--- config.mk ---
export PLATFORM = sky130hd
export DESIGN_NAME = xor_keyed_rle_decoder_core
export DESIGN_NICKNAME = d
export VERILOG_FILES = /design/src/rtl/xkrd_pkg.sv /design/src/rtl/xor_keyed_rle_decoder_core.sv /design/src/rtl/xkrd_cfg_regs.sv /design/src/rtl/xkrd_decode.sv
export VERILOG_INCLUDE_DIRS = /design/src /design/src/rtl
export SDC_FILE = /design/constraint.sdc
export NUM_CORES = 1
export LEC_CHECK = 0
export ABC_CLOCK_PERIOD_IN_PS = 7060
export BUFFER_PORTS_ARGS = -buffer_cell sky130_fd_sc_hd__buf_4
export CAP_MARGIN = 20
export CORE_ASPECT_RATIO = 0.75
export CORE_MARGIN = 3
export CORE_UTILIZATION = 59
export CTS_CLUSTER_SIZE = 20
export DETAILED_ROUTE_END_ITERATION = 8
export GPL_TIMING_DRIVEN = 0
export PLACE_DENSITY_LB_ADDON = 0.3
export SYNTH_ARGS = -nofsm -noshare
export SYNTH_HDL_FRONTEND = slang
export SYNTH_SLANG_ARGS = --single-unit
--- constraint.sdc ---
create_clock -name aclk -period 7.06 [get_ports aclk]
set_input_delay 0.706 -clock aclk [delete_from_list [all_inputs] [get_ports aclk]]
set_output_delay 0.706 -clock aclk [all_outputs]
set_load 0.1 [all_outputs]
--- src/rtl/xor_keyed_rle_decoder_core_macros.svh ---
// Assertion macros for the keyed run-length decoder.
`ifndef XOR_KEYED_RLE_DECODER_CORE_MACROS_SVH
`define XOR_KEYED_RLE_DECODER_CORE_MACROS_SVH

`ifndef SYNTH
// Same-cycle implication, disabled while in reset.
`define XKRD_ASSERT_NOW(lbl, clk, rst_n, ante, cons) \
    lbl: assert property (@(posedge clk) disable iff (!(rst_n)) (ante) |-> (cons)) \
        else $error("xkrd check failed");
// Next-cycle implication, disabled while in reset.
`define XKRD_ASSERT_NEXT(lbl, clk, rst_n, ante, cons) \
    lbl: assert property (@(posedge clk) disable iff (!(rst_n)) (ante) |=> (cons)) \
        else $error("xkrd check failed");
`else
`define XKRD_ASSERT_NOW(lbl, clk, rst_n, ante, cons)
`define XKRD_ASSERT_NEXT(lbl, clk, rst_n, ante, cons)
`endif

`endif

--- src/rtl/xkrd_pkg.sv ---
`timescale 1ns / 1ps

package xkrd_pkg;

    localparam int SIZE_W     = 31;
    localparam int CFG_ADDR_W = 4;
    localparam int CFG_IDX_W  = 2;

    // Register indexes (byte address = 4 * index)
    localparam logic [CFG_IDX_W-1:0] REG_XOR_KEY  = 2'd0;
    localparam logic [CFG_IDX_W-1:0] REG_MODE     = 2'd1;
    localparam logic [CFG_IDX_W-1:0] REG_ORIG_SIZE = 2'd2;

    typedef struct packed {
        logic [7:0]        xor_key;
        logic              compressed_mode;
        logic [SIZE_W-1:0] original_size;
    } cfg_t;

    typedef struct packed {
        logic [7:0] out_byte;
        logic [7:0] repeat_res;
        logic       last;
    } res_t;

endpackage

--- src/rtl/xor_keyed_rle_decoder_core.sv ---
`timescale 1ns / 1ps
// An input byte is held in the input register, its result in the m_ side register.
// Throughput: one input byte per cycle unless m_ stalls; the running byte count
// and run state are updated in the same cycle that a byte is decoded.
// Reset (aresetn low, synchronous) empties both pipeline registers, restores the
// registers to key 0, compressed mode, size 0, and clears the decode state.
module xor_keyed_rle_decoder_core (
    input  logic        aclk,
    input  logic        aresetn,
    input  logic        s_tvalid,
    output logic        s_tready,
    input  logic [7:0]  s_tdata,   // [7:0] in_byte
    output logic        m_tvalid,
    input  logic        m_tready,
    output logic [15:0] m_tdata,   // [7:0] out_byte, [15:8] repeat_res
    output logic        m_tlast,   // last
    input  logic        psel,
    input  logic        penable,
    input  logic        pwrite,
    input  logic [3:0]  paddr,
    input  logic [31:0] pwdata,
    output logic [31:0] prdata,
    output logic        pready
);

    xkrd_pkg::cfg_t cfg;
    xkrd_pkg::res_t res;
    logic           res_valid;

    logic           in_valid_reg;
    logic [7:0]     in_byte_reg;
    logic           out_valid_reg;
    xkrd_pkg::res_t out_reg;
    logic           fire;

    // decode when a byte is held and the result register is free or draining
    assign fire     = in_valid_reg && (!out_valid_reg || m_tready);
    assign s_tready = !in_valid_reg || fire;

    xkrd_cfg_regs u_cfg (
        .aclk    (aclk),
        .aresetn (aresetn),
        .psel    (psel),
        .penable (penable),
        .pwrite  (pwrite),
        .paddr   (paddr),
        .pwdata  (pwdata),
        .prdata  (prdata),
        .pready  (pready),
        .cfg     (cfg)
    );

    xkrd_decode u_decode (
        .aclk      (aclk),
        .aresetn   (aresetn),
        .cfg       (cfg),
        .fire      (fire),
        .in_byte   (in_byte_reg),
        .res_valid (res_valid),
        .res       (res)
    );

    always_ff @(posedge aclk) begin
        if (!aresetn) begin
            in_valid_reg <= 1'b0;
        end else if (s_tvalid && s_tready) begin
            in_valid_reg <= 1'b1;
        end else if (fire) begin
            in_valid_reg <= 1'b0;
        end
    end

    always_ff @(posedge aclk) begin
        if (s_tvalid && s_tready) begin
            in_byte_reg <= s_tdata;
        end
    end

    always_ff @(posedge aclk) begin
        if (!aresetn) begin
            out_valid_reg <= 1'b0;
        end else if (fire) begin
            out_valid_reg <= res_valid;
        end else if (m_tready) begin
            out_valid_reg <= 1'b0;
        end
    end

    always_ff @(posedge aclk) begin
        if (fire && res_valid) begin
            out_reg <= res;
        end
    end

    assign m_tvalid = out_valid_reg;
    assign m_tdata  = {out_reg.repeat_res, out_reg.out_byte};
    assign m_tlast  = out_reg.last;

endmodule

--- src/rtl/xkrd_cfg_regs.sv ---
`timescale 1ns / 1ps

module xkrd_cfg_regs (
    input  logic                            aclk,
    input  logic                            aresetn,
    input  logic                            psel,
    input  logic                            penable,
    input  logic                            pwrite,
    input  logic [xkrd_pkg::CFG_ADDR_W-1:0] paddr,
    input  logic [31:0]                     pwdata,
    output logic [31:0]                     prdata,
    output logic                            pready,
    output xkrd_pkg::cfg_t                  cfg
);

    xkrd_pkg::cfg_t                   cfg_reg;
    logic [xkrd_pkg::CFG_IDX_W-1:0]   reg_idx;
    logic                             wr_en;

    assign pready  = 1'b1;
    assign reg_idx = paddr[xkrd_pkg::CFG_ADDR_W-1:2];
    assign wr_en   = psel && penable && pwrite;
    assign cfg     = cfg_reg;

    always_ff @(posedge aclk) begin
        if (!aresetn) begin
            cfg_reg.xor_key         <= 8'd0;
            cfg_reg.compressed_mode <= 1'b1;
            cfg_reg.original_size   <= '0;
        end else if (wr_en) begin
            case (reg_idx)
                xkrd_pkg::REG_XOR_KEY:   cfg_reg.xor_key <= pwdata[7:0];
                xkrd_pkg::REG_MODE:      cfg_reg.compressed_mode <= pwdata[0];
                xkrd_pkg::REG_ORIG_SIZE:
                    cfg_reg.original_size <= pwdata[xkrd_pkg::SIZE_W-1:0];
                default: ;
            endcase
        end
    end

    always_comb begin
        case (reg_idx)
            xkrd_pkg::REG_XOR_KEY:   prdata = {24'd0, cfg_reg.xor_key};
            xkrd_pkg::REG_MODE:      prdata = {31'd0, cfg_reg.compressed_mode};
            xkrd_pkg::REG_ORIG_SIZE: prdata = {1'b0, cfg_reg.original_size};
            default:                 prdata = 32'd0;
        endcase
    end

endmodule

--- src/rtl/xkrd_decode.sv ---
`timescale 1ns / 1ps
`include "xor_keyed_rle_decoder_core_macros.svh"

module xkrd_decode (
    input  logic           aclk,
    input  logic           aresetn,
    input  xkrd_pkg::cfg_t cfg,
    input  logic           fire,
    input  logic [7:0]     in_byte,
    output logic           res_valid,
    output xkrd_pkg::res_t res
);

    typedef enum logic [1:0] {
        PH_FIRST   = 2'd0,
        PH_LITERAL = 2'd1,
        PH_COUNT   = 2'd2
    } phase_t;

    phase_t                    phase_reg, phase_next;
    logic [7:0]                run_byte_reg, run_byte_next;
    logic [xkrd_pkg::SIZE_W-1:0] emitted_reg, emitted_next;

    logic [7:0]                  dec_byte;
    logic [xkrd_pkg::SIZE_W:0]   diff;
    logic [xkrd_pkg::SIZE_W-1:0] left;
    logic                        done;
    logic                        left_small;
    logic [7:0]                  value;
    logic [7:0]                  copies;
    logic [7:0]                  copies_clip;
    logic                        step;

    assign dec_byte = in_byte ^ cfg.xor_key;

    // remaining room; borrow or zero means the size is already reached
    assign diff       = {1'b0, cfg.original_size} - {1'b0, emitted_reg};
    assign left       = diff[xkrd_pkg::SIZE_W-1:0];
    assign done       = diff[xkrd_pkg::SIZE_W] || (left == '0);
    assign left_small = (left[xkrd_pkg::SIZE_W-1:8] == '0);
    assign step       = fire && !done;

    always_comb begin
        value         = dec_byte;
        copies        = 8'd1;
        phase_next    = phase_reg;
        run_byte_next = run_byte_reg;
        if (cfg.compressed_mode) begin
            case (phase_reg)
                PH_FIRST: begin
                    run_byte_next = dec_byte;
                    phase_next    = PH_LITERAL;
                end
                PH_COUNT: begin
                    value      = run_byte_reg;
                    copies     = dec_byte;
                    phase_next = PH_LITERAL;
                end
                default: begin
                    // literal; a repeat of the run byte means a count follows
                    phase_next    = (dec_byte == run_byte_reg) ? PH_COUNT : PH_LITERAL;
                    run_byte_next = dec_byte;
                end
            endcase
        end
    end

    always_comb begin
        if (left_small && (left[7:0] < copies)) begin
            copies_clip = left[7:0];
        end else begin
            copies_clip = copies;
        end
    end

    assign emitted_next   = emitted_reg + {{(xkrd_pkg::SIZE_W-8){1'b0}}, copies_clip};
    assign res_valid      = step && (copies_clip != 8'd0);
    assign res.out_byte   = value;
    assign res.repeat_res = copies_clip;
    assign res.last       = left_small && (copies_clip == left[7:0]);

    always_ff @(posedge aclk) begin
        if (!aresetn) begin
            phase_reg    <= PH_FIRST;
            run_byte_reg <= 8'd0;
            emitted_reg  <= '0;
        end else if (step) begin
            phase_reg    <= phase_next;
            run_byte_reg <= run_byte_next;
            emitted_reg  <= emitted_next;
        end
    end

    `XKRD_ASSERT_NOW(a_nonzero_copies, aclk, aresetn, res_valid, res.repeat_res != 8'd0)
    `XKRD_ASSERT_NEXT(a_done_after_last, aclk, aresetn, res_valid && res.last, done)
    `XKRD_ASSERT_NEXT(a_plain_keeps_phase, aclk, aresetn, fire && !cfg.compressed_mode,
        $stable(phase_reg) && $stable(run_byte_reg))
    `XKRD_ASSERT_NEXT(a_done_holds_count, aclk, aresetn, fire && done, $stable(emitted_reg))

endmodule
==> results of run 1 <==
==> cells by family (layout without fill, tap and decap cells) <==
group | Yosys count | after routing | synth area share, %
simple gates | 346 | 346 | 22.5
compound gates | 257 | 257 | 22.0
flops | 108 | 108 | 32.5
buf+inv | 99 | 212 | 5.71
fa+ha+maj | 48 | 48 | 8.31
mux | 36 | 36 | 4.90
xor+xnor | 33 | 33 | 3.90
other cells | 2 | 2 | 0.101
==> metrics by stage <==
step,utilization [%],hold slack [ns],std cells
global route,72.5,0.500,1204
CTS,72.4,0.474,1203
finish,72.5,0.478,1204
detailed placement,70.1,0.464,1187
global placement,70.0,0.461,1187
floorplan,-,0.449,929
==> what timing repair did <==
item	in CTS	in global routing
gates resized for setup	0	9
buffers inserted	0	1
endpoints found under the setup margin	0	17
==> worst max path at each step <==
stage                          endpoint  slack [ns]  depth (start not counted)
3_3_place_gp   u_decode.emitted_reg[30]        0.11                         29
2_1_floorplan  u_decode.emitted_reg[30]        1.25                         29
5_1_grt        u_decode.emitted_reg[12]        0.03                         29
4_1_cts        u_decode.emitted_reg[14]        0.05                         29
6_report       u_decode.emitted_reg[30]        0.47                         29
3_5_place_dp   u_decode.emitted_reg[14]        0.09                         29
==> critical path: cells and delay by family, from the launching register on <==
family / cells / cell delay [ns]
AND/OR/NAND/NOR: 10 / 2.03
AO/OA/AOI/OAI: 9 / 1.61
adder cells (fa/ha/maj): 4 / 1.25
multiplexers: 2 / 0.67
buffers and inverters: 4 / 0.60
flip-flops: 1 / 0.38
==> power breakdown <==
part / switching, mW / leakage [nW] / internal, mW
combinational: 0.277 / 2.62 / 0.160
sequential: 0.0139 / 0.902 / 0.654
clock: 0.245 / 0.135 / 0.244
==> synthesized netlist by cell type (all sizes together) (8+ instances only) <==
library cell / n / area [sq um]
clkbuf: 24 / 90.1
inv: 56 / 210
o21ai: 43 / 215
nand2b: 11 / 68.8
and3: 11 / 73.8
xor2: 14 / 123
dfxtp: 83 / 1660
o211ai: 8 / 60.1
buf: 19 / 123
nand4: 18 / 113
o31ai: 11 / 82.6
xnor2: 19 / 166
ha: 46 / 576
nand2: 133 / 499
nor2: 66 / 248
edfxtp: 25 / 751
and2: 29 / 184
a21oi: 110 / 566
or3: 12 / 75.1
o21a: 12 / 91.3
mux2i: 34 / 340
nand3: 31 / 160
a211oi: 10 / 80.1
a21o: 17 / 129
==> final cells by class <==
class	count	area (sq um)	area share (%)
clock inverter	6	47.5	0.551
multi-input combinational	722	4590	53.1
inverter	56	210	2.43
timing repair buffer	97	728	8.43
tap	162	203	2.35
clock buffer	10	229	2.65
buffer	43	216	2.51
sequential	108	2410	27.9
==> metal layers <==
metal  global-route usage [%]  vias up  share of wire, %
met5                        0        -                 0
met4                     6.89        0               1.6
met3                     10.2       36                14
li1                         -     3546                 -
met2                     47.8      441                40
met1                     50.5     3547                45
==> flow_summary.toml, run 1 <==
[run_status]
status = "finished, final reports clean"

[synthesis]
nets_in_the_synthesized_netlist = 1028
ys.flop_type = "dfxtp_1"
yosysSeqAreaShare_pct = 32.5
synth_cell_type_count = 72
syn_inst = 929
synth-edff-count = 25
ys_seq_elements = 108
post_synthesis_async_set_or_reset_flop_share_pct = 0
syn_area_sq_um = 7410
yosys_warnings = 0
synth.avg_cell_area_sq_um = 7.98

[routing]
drc = 0
drt_pre_antenna_iters = 8
postRouteAntennaNets = 0
drtIter0Drc = 950
totalWireLength_mm = 23.2
vias = 7570
wl_per_cell_um = 19.3
vias_per_cell = 6.29

[sta]
report.final.setup_viol = 0
fmax_ghz = 0.152
period_share_pct = 93.4
worst_slew_margin_rel_pct = 33.0
setup_repair_after_global_routing_missed_its_margin = "false"
final.setup.worst_slack_ns = 0.467
finClkSkew_ns = 0.00945
final-hold-violation-count = 0
setup_tns_ns = 0
drv_slew = 0
layout_min_cycle_time_ns = 6.59
worst-slew-pin-transition_ns = 1.00

[setup_path]
setup.worst_path.end_class = "register"
worst-setup-path-type = "reg -> reg"
crit_path_top_delay_cell = "or4b_4"
worst-endpoint-required_ns = 7.35
timing.critical_path.from_type = "register"
worst-r2r-setup-slack_ns = 0.47
rr_startpoint = "u_cfg.cfg[0]"
reg2reg_to = "u_decode.emitted_reg[30]"
worst_r2r_path_depth = 29
worst_setup_path_startpoint = "u_cfg.cfg[0]"
arrival_ns = 6.88
worstPathMaxFanout = 10
cpPeakStageDelay_ns = 0.50

[grt]
vias_in_the_first_global_route = 6815
grt_first_pass_wirelength_mm = 36.7
grt_antenna_before_repair = 0
largest_net_degree_at_the_start_of_global_routing = 20
overflow_left_after_global_routing = 0
track_usage_pct = 33.7

[place]
detailed_place.area_sq_um = 8340
io_buffer_count = 96
finalWeightedCongestion = 1.02
detailed_placement_hpwl_mm = 18.3
dp_slack_ns = 0.0862

[clocking]
clkLatencyLatePin_ns = 0.35
root_buffer = "clkbuf_16"
numClockSinks = 108
tritoncts = "built"
clock_path_buffers = 2
worst_setup_hold_path_clk_slew_ns = 0.08
cts-htree-levels = 3
cts_hold_buf = 0
cts-buffers-inserted = 9

[power_and_ir_drop]
power.density_cell_area_nw_per_um2 = 185
total_power_mw = 1.59
worst_ir_drop_vdd_mv = 0.136
total_leakage_power_nw = 3.66

[hold_path]
min_delay_path_depth = 2
worst_hold_path.endpoint = "u_cfg.cfg[18]"
timing.hold.worst.class = "reg -> reg"
holdCritStartpoint = "u_cfg.cfg[18]"

[floorplanning]
die_height_um = 103
fp.coreArea_sq_um = 11900
die_ar_sq_um = 14000
floorplan.io_pins = 103
num_rows = 34
initial_utilization_pct = 62.2
dieWidth_um = 135

[cells_and_area]
final_design_instance_area_without_fill_sq_um = 8640
n_antenna_cell = 0
drive_gt1_share_pct = 14.8
areaGrowthSynthToFinish_pct = 16.5
max_reg_flops = 40
final_cell_mix = "133 x nand2_1, 105 x a21oi_1, 104 x buf_4"
mostFrequentLayoutCell = "nand2_1"
nets = 1136
num-fill-cells = 982

[flow_run]
max_cap_viols = 0
(Power assumes the default switching activity.)
==> inputs of run 2 (changes only) <==
Settings changed: CORE_ASPECT_RATIO 0.75 to 1.1.
==> run 2 against run 1 <==
  * Count of clock-buffer cells in the layout down 1
  * Hold slack got worse by 0.0011 ns
  * First-iteration DRC count decreased by 20%
  * Sequential power is essentially flat
  * Sequential share of layout area is 0.15 points lower
  * Critical path type unchanged
  * Largest power group unchanged
==> flow_summary.toml, run 2 (synthesized netlist as in run 1, its figures left out) <==
[cells_and_area]
sequential_area_sq_um = 2410
max_reg_flops = 40
n_antenna_cell = 0
mostFrequentLayoutCell = "nand2_1"
final_cell_mix = "133 x nand2_1, 105 x a21oi_1, 103 x buf_4"
nets = 1137
drive_gt1_share_pct = 15.1
final_design_instance_area_without_fill_sq_um = 8680
areaGrowthSynthToFinish_pct = 17.1
multiInputGateArea_sq_um = 4610
num-fill-cells = 975

[floorplanning]
floorplan.io_pins = 103
die_ar_sq_um = 13900
die_height_um = 124
dieWidth_um = 113
num_rows = 42
fp.coreArea_sq_um = 12100
initial_utilization_pct = 61.1

[sta]
drv_slew = 0
fmax_ghz = 0.149
worst_slew_margin_rel_pct = 38.3
final-hold-violation-count = 0
layout_min_cycle_time_ns = 6.73
period_share_pct = 95.3
worst-slew-pin-transition_ns = 0.925
report.final.setup_viol = 0
finClkSkew_ns = 0.0132

[setup_path]
wp_buf_inv = 4
arrival_ns = 7.01
cp_top_family = "simple AND/OR/NAND/NOR gates"
crit_path_top_delay_cell = "or4b_4"
cpPeakStageDelay_ns = 0.51
worst-endpoint-required_ns = 7.34
setup.worst_path.end_class = "register"
worstPathMaxFanout = 10
worst-setup-path-type = "reg -> reg"
path_common_cell = "a21oi_1"
timing.critical_path.from_type = "register"

[power_and_ir_drop]
total_leakage_power_nw = 3.67
total_power_mw = 1.63
p_seq_share_pct = 41.0
netSwitchingPower_mw = 0.561
power.density_cell_area_nw_per_um2 = 188
worst_ir_drop_vdd_mv = 0.162
clock_power_share_pct = 32.1
part_of_the_total_power_dissipated_in_combinational_logic_pct = 26.9
p_sw_share_pct = 34.5
cell_internal_pwr_mw = 1.07

[grt]
largest_net_degree_at_the_start_of_global_routing = 22
track_usage_pct = 32.0
vias_in_the_first_global_route = 6700
grt_antenna_before_repair = 0
grt_first_pass_wirelength_mm = 35.1
overflow_left_after_global_routing = 0

[place]
detailed_place.area_sq_um = 8330
finalWeightedCongestion = 0.972
io_buffer_count = 96
detailed_placement_hpwl_mm = 17.6

[hold_path]
timing.hold.worst.class = "reg -> reg"

[flow_run]
max_cap_viols = 0

[clocking]
clkLatencyLatePin_ns = 0.37
clock_path_buffers = 2
numClockSinks = 108
cts-htree-levels = 3
cts-buffers-inserted = 9
root_buffer = "clkbuf_16"
tritoncts = "built"
worst_setup_hold_path_clk_slew_ns = 0.09

[routing]
postRouteAntennaNets = 0
drt_pre_antenna_iters = 6
wl_per_cell_um = 18.9
totalWireLength_mm = 22.7
drc = 0
drtIter0Drc = 756
vias = 7411
vias_per_cell = 6.19

[run_status]
status = "finished, final reports clean"
[run 2: worst paths after layout]
check	start	end	slack (ns)	cells past startpoint
worst max-delay path	u_cfg.cfg[0]	u_decode.emitted_reg[30]	0.33	29
worst min-delay path	u_decode.emitted_reg[7]	u_decode.emitted_reg[7]	0.48	2
worst max register to register	u_cfg.cfg[0]	u_decode.emitted_reg[30]	0.33	29
worst min register to register	u_decode.emitted_reg[7]	u_decode.emitted_reg[7]	0.48	2
[run 2: worst min-delay path, cell delays in order, from the launching register on]
cell	delay, ns
dfxtp_1	0.33
nand2_1	0.06
a21oi_1	0.05
[run 2: area by class of cell]
cell class	count	share of cell area [%]
multi-input combinational	722	53.0
clock buffer	9	2.59
tap	154	2.22
clock inverter	7	0.951
buffer	43	2.54
timing repair buffer	98	8.45
inverter	56	2.42
sequential	108	27.8
[run 2: layer usage]
layer | share of wire (%) | up-vias | wire (um) | global-route usage [%]
met4 | 1.9 | 0 | 425 | 10.1
met3 | 10 | 31 | 2380 | 6.46
met2 | 45 | 379 | 10200 | 49.7
li1 | - | 3546 | - | -
met5 | 0 | - | 0 | 0
met1 | 43 | 3455 | 9670 | 44.9
[run 2: metrics by stage]
| step | cells | TNS, ns | hold slack (ns) | util [%] | setup WS (ns) |
|---|---|---|---|---|---|
| 2_1_floorplan | 929 | 0 | 0.449 | - | 1.25 |
| 3_3_place_gp | 1179 | -1.15 | 0.458 | 68.6 | -0.221 |
| 3_5_place_dp | 1180 | -1.25 | 0.462 | 68.7 | -0.228 |
| 4_1_cts | 1196 | 0 | 0.473 | 71.2 | 0.0110 |
| 5_1_grt | 1197 | -0.00584 | 0.493 | 71.5 | -0.00584 |
| 6_report | 1197 | 0 | 0.477 | 71.5 | 0.333 |
[run 2: timing repair]
item	in CTS	in global routing
resized for setup	4	10
pin swaps	0	3
setup buffers	0	1
endpoints found under the setup margin	11	15
hold buffers	0	0
[run 2: power by group through the flow]
| stage | Clock (mW) | Sequential [mW] | Combinational [mW] |
|---|---|---|---|
| global placement | 0 | 0.681 | 0.418 |
| floorplan | 0 | 0.734 | 0.259 |
| global route | 0.544 | 0.670 | 0.469 |
| detailed placement | 0 | 0.682 | 0.421 |
| CTS | 0.520 | 0.667 | 0.426 |
| finish | 0.523 | 0.667 | 0.438 |
